--- config.mk ---
export PLATFORM = sky130hd
export DESIGN_NAME = prl_cell
export DESIGN_NICKNAME = d
export VERILOG_FILES = /design/src/rtl/prl_pkg.sv /design/src/rtl/prl_cell.sv
export SDC_FILE = /design/constraint.sdc
export NUM_CORES = 1
export LEC_CHECK = 0
export BUFFER_PORTS_ARGS = -buffer_cell sky130_fd_sc_hd__buf_2
export CAP_MARGIN = 15
export CORE_AREA = 3 3 204 206
export CTS_CLUSTER_SIZE = 40
export DETAILED_ROUTE_END_ITERATION = 16
export DIE_AREA = 0 0 207 209
export PLACE_DENSITY = 0.47
export SLEW_MARGIN = 20
export SYNTH_ARGS = -nofsm -noshare
export SYNTH_HDL_FRONTEND = slang
export SYNTH_SLANG_ARGS = --single-unit
--- constraint.sdc ---
create_clock -name clk_i -period 8.5 [get_ports clk_i]
set_input_delay 0.425 -clock clk_i [delete_from_list [all_inputs] [get_ports clk_i]]
set_output_delay 0.425 -clock clk_i [all_outputs]
set_load 0.01 [all_outputs]
--- src/rtl/prl_pkg.sv ---
package prl_pkg;

  // Port widths fixed by the command and result formats.
  localparam int unsigned PORT_KEY_W = 64;
  localparam int unsigned PORT_POS_W = 7;
  localparam int unsigned MODE_W     = 2;
  localparam int unsigned STATUS_W   = 2;

  typedef enum logic [MODE_W-1:0] {
    MODE_INSERT    = 2'd0,
    MODE_REMOVE    = 2'd1,
    MODE_FIND_NAME = 2'd2,
    MODE_FIND_ID   = 2'd3
  } mode_e;

  typedef enum logic [STATUS_W-1:0] {
    STATUS_OK   = 2'd0,
    STATUS_MISS = 2'd1,
    STATUS_FULL = 2'd2
  } status_e;

  // What every cell of the chain does in one cycle.
  typedef enum logic [1:0] {
    CELL_HOLD   = 2'd0,
    CELL_INSERT = 2'd1,
    CELL_REMOVE = 2'd2,
    CELL_ROTATE = 2'd3
  } cell_op_e;

endpackage

--- src/rtl/prl_cell.sv ---
module prl_cell #(
  parameter int unsigned REC_W = 128,
  parameter int unsigned POS_W = 7,
  parameter int unsigned IDX   = 0
) (
  input  logic                clk_i,
  input  prl_pkg::cell_op_e   op_i,
  input  logic [POS_W-1:0]    pos_i,
  input  logic [REC_W-1:0]    new_rec_i,
  input  logic [REC_W-1:0]    left_rec_i,
  input  logic [REC_W-1:0]    right_rec_i,
  output logic [REC_W-1:0]    rec_o
);

  localparam logic [POS_W-1:0] MY_IDX = POS_W'(IDX);

  logic [REC_W-1:0] rec_q, rec_d;

  always_comb begin
    rec_d = rec_q;
    unique case (op_i)
      prl_pkg::CELL_INSERT: begin
        // Cells above the slot move up, the slot takes the new record.
        if (MY_IDX > pos_i) begin
          rec_d = left_rec_i;
        end else if (MY_IDX == pos_i) begin
          rec_d = new_rec_i;
        end
      end
      prl_pkg::CELL_REMOVE: begin
        if (MY_IDX >= pos_i) begin
          rec_d = right_rec_i;
        end
      end
      prl_pkg::CELL_ROTATE: rec_d = right_rec_i;
      default:              rec_d = rec_q;
    endcase
  end

  always_ff @(posedge clk_i) begin
    rec_q <= rec_d;
  end

  assign rec_o = rec_q;

endmodule

== Word-level counts from Yosys, hierarchy flattened ==
Cells that the tools add are included.

* Register bits: 128
* Output and inout port bits: 128
* Input bits: 394
* Logic and storage cells: 15

* Equality and inequality tests: 5
* Order comparisons: 2
* Reductions and logical operators: 3
* Mux-type cells: 4

{| class="wikitable"
|+ Operator list
! cell !! count
|-
| 128-bit 2-to-1 mux || 3
|-
| 128-bit case mux with 3 select lines || 1
|-
| 1-bit by 7-bit greater-or-equal comparator with 1-bit output, first input constant || 1
|-
| 1-bit by 7-bit > comparator with 1-bit output, first input constant || 1
|-
| 7-bit zero test || 1
|-
| 2-bit equality test, second input constant || 2
|-
| 3-bit inequality test, second input constant || 1
|-
| 3-bit AND reduction || 1
|-
| 3-bit nonzero test || 1
|-
| 2-bit by 1-bit equality test with 1-bit output, second input constant || 1
|-
| 2-bit inequality test, second input constant || 1
|}

== Longest topological paths before layout ==
* Depth in word-level cells: 4
* Gate-level depth with buffers: 4
* Gate-level depth less buffers: 2

== Worst setup path after synthesis ==
No wires, ideal clock.

* Path kind: input to register
* Start: input pos_i[1]
* End: register rec_q[0], in the netlist rec_o[0] (enable)
* Required time: 7.880 ns
* Arrival: 6.502 ns
* Slack: 1.378 ns
* Library setup time: 0.620 ns
* Stages on the path: 2
* Buffers on the path: 0
* Cell sequence: or4_1 > o31ai_2

* Cells in the longest elaborated chain, start to end: 3
* Elaborated cells on any way between the ends: 6
* Classes of those cells: 2 x order compare; 2 x eq/ne; 2 x reduce/logical

{| class="wikitable"
|+ Ends and longest elaborated chain
! element !! RTL line !! text
|-
| from (decl) || prl_cell.sv:8 || <nowiki>input logic [POS_W-1:0] pos_i,</nowiki>
|-
| 1-bit by 7-bit > comparator with 1-bit output, or another cell as far along || prl_cell.sv:24 || <nowiki>if (MY_IDX > pos_i) begin</nowiki>
|-
| 3-bit inequality test (no source line) or 2-bit inequality test (tied branches) || n/a ||
|-
| 3-bit AND reduction (no source line) (*) || n/a ||
|-
| to (signal assigned) || prl_cell.sv:41 || <nowiki>rec_q <= rec_d;</nowiki>
|-
| to (decl) || prl_cell.sv:17 || <nowiki>logic [REC_W-1:0] rec_q, rec_d;</nowiki>
|}

Every way passes the cells marked *; elsewhere a longest branch is shown, timed or not.
A chain may end at the register's enable or synchronous reset.

== Worst setup path in the final report ==
* Start: input pos_i[5]
* End: register rec_q[96], in the netlist rec_o[96] (enable)

The elaborated chain is that of the path after synthesis.

==> impl_results.md <==
- Final Routed Wirelength: 18.8 mm
- Crit end category: register
- Hold Vio Cnt, Final: 0
- Sink Count: 128
- Sw frac: 22.8%
- DR WL met2: 8.76 mm
- Initial DRC Count: 117
- Ant. Diodes: 0
- Starting density of the core: 13.6%
- Largest net degree at the start of global routing: 64
- PnR worst setup slack: 6.26 ns
- Top Ports: 522
- Sw Pwr: 0.400 mW
- Minimum clock period: 2.24 ns
- Fraction of layout instances using a drive strength above 1: 80.1%
- Initial antenna violation count: 1
- Number of flip-flops in the largest register: 128
- DR vias/cell: 3.29
- Die width: 207 microns
- CTS H-tree depth: 4
- Worst VDD drop: 0.127 mV
- Cts hold-fix bufs: 0
- Lkg Pwr: 3.57 nW
- Max-cap violation count: 0
- Flop pwr share: 43.6%
- Critical Path RT: 8.55 ns
- DIE HEIGHT: 209 microns
- Crit path launch type: input pin
- Number of iterations in the first detailed-routing pass: 4
- Mapped Cells: 275
- Yosys warns: 0
- Max Slew Vio Count: 0
- Pwr/cell area: 205 nW/um^2
- TritonCTS clock tree: done
- Crit path DAT: 2.29 ns
- Most common cell after layout, fill and taps aside: buf_2
- Commonest cells after routing, fill and taps aside: buf_2 (392), mux2_2 (128), edfxtp_1 (128)
- DR WL met3: 1.97 mm
- Pre-CTS setup slack: 5.79 ns
- Synth unique cells: 9
- Register area share after synthesis: 71.0%
- Max_slew headroom: 42.0%
- Die area: 43300 sq um
- Kind of critical path: input pin to register
- Num CTS Buffers: 17
- Row cnt: 73
- RSZ-0062 raised after global routing: no
- Worst min path class: input pin to register
- CTS resizes: 0
- Vias in the first global route: 4208
- Clk network pwr share: 43.7%
- IO Port Bufs: 393
- Area overhead of the layout relative to synthesis: 58.6%
- DRC violations left: 0
- Gr ovfl total: 0
- Cell Area, Synth: 5420 sq um
- Fin nets: 1071
- CTS Buffer Depth: 2
- Postcts setup bufs: 0
- Max Used Layer: met5
- Critical path endpoint: rec_o[96]$_DFFE_PP_
- Root buffer cell: clkbuf_16
- Endpoints failing setup: 0
- Synth Register Bits: 128
- Syn nets: 669
- Worst Path Max Fanout: 63
- Achievable Freq: 447 MHz
- Final period utilization: 26.3%
- Reg clk slew, reported paths: 0.06 ns
- Int Pwr: 1.36 mW
- Worst-margin pin slew: 0.870 ns
- Setup crit start: pos_i[5]
- Total core area: 39800 sq um
- Vias: 4001
- Syn_area_per_cell: 19.7 sq um
- Global-route wire length before repair: 27.0 mm
- Setup TNS: 0 ns
- Average wire per standard cell: 15.5 microns
- DP HPWL: 14.7 mm
- Status: finished clean
- Gp weighted congestion: 0.821
- Comb pwr share: 12.7%
- Met1 wire length: 7.92 mm
- Gr usage total: 8.55%
- Antenna-violating nets left: 0
## final cells by class
class | instances | area [sq um]
multi-input cells | 133 | 1480
well taps | 525 | 657
clock inverters | 13 | 169
repair buffers | 397 | 2000
clock buffers | 19 | 433
fillers | 4325 | 31200
flip-flops and latches | 128 | 3840
## logic make-up after synthesis
group                  after synthesis  synth area share, %
AND/OR/NAND/NOR                      4                0.393
buffers and inverters               14                 1.80
flip-flops                         128                 71.0
multiplexers                       128                 26.6
AO/OA/AOI/OAI                        1                0.231
## worst max-delay path, cell delays in order
cell     delay [ns]
buf_2          0.11
or4_1          0.56
o31ai_4        0.38
buf_4          0.70
## through the flow
stage	std cells	instance area (sq um)	util [%]	total power [mW]	hold WS (ns)
6_report	1215	8590	21.6	1.76	0.294
5_1_grt	1215	8590	21.6	1.85	0.258
4_1_cts	1215	8590	21.6	1.81	0.251
3_5_place_dp	1183	7990	20.1	1.01	0.729
3_3_place_gp	1183	7990	20.1	1.01	0.727
2_1_floorplan	275	5420	-	0.883	0.645
## Yosys cell counts
master,count,area [sq um]
o31ai_2,1,12.5
nor2_1,1,3.75
nand2_1,1,3.75
or4_1,1,7.51
buf_4,11,82.6
or3_1,1,6.26
mux2_2,128,1440
buf_2,3,15.0
edfxtp_1,128,3840
## per-layer routing
metal | global-route usage [%] | vias to the layer above
met5 | 0 | -
met1 | 10.0 | 1856
met2 | 13.6 | 241
li1 | - | 1895
met3 | 4.59 | 7
met4 | 2.53 | 2
## power by group through the flow
stage | logic (mW) | registers (mW) | clock network (mW)
after CTS | 0.230 | 0.767 | 0.809
after detailed placement | 0.230 | 0.780 | 0
final | 0.223 | 0.766 | 0.768
after floorplan | 0.0716 | 0.812 | 0
after global routing | 0.245 | 0.770 | 0.833
after global placement | 0.230 | 0.778 | 0
## worst min-delay path by stage
stage                                start                    to  slack (ns)  depth (start not counted)
after detailed placement    right_rec_i[0]    rec_o[0]$_DFFE_PP_        0.73                          2
after global routing       right_rec_i[54]   rec_o[54]$_DFFE_PP_        0.26                          2
after CTS                 right_rec_i[110]  rec_o[110]$_DFFE_PP_        0.25                          2
after global placement        new_rec_i[2]    rec_o[2]$_DFFE_PP_        0.73                          2
final                     right_rec_i[110]  rec_o[110]$_DFFE_PP_        0.29                          2
after floorplan             new_rec_i[100]  rec_o[100]$_DFFE_PP_        0.64                          1
No activity file was read; power rests on OpenSTA's default activity.
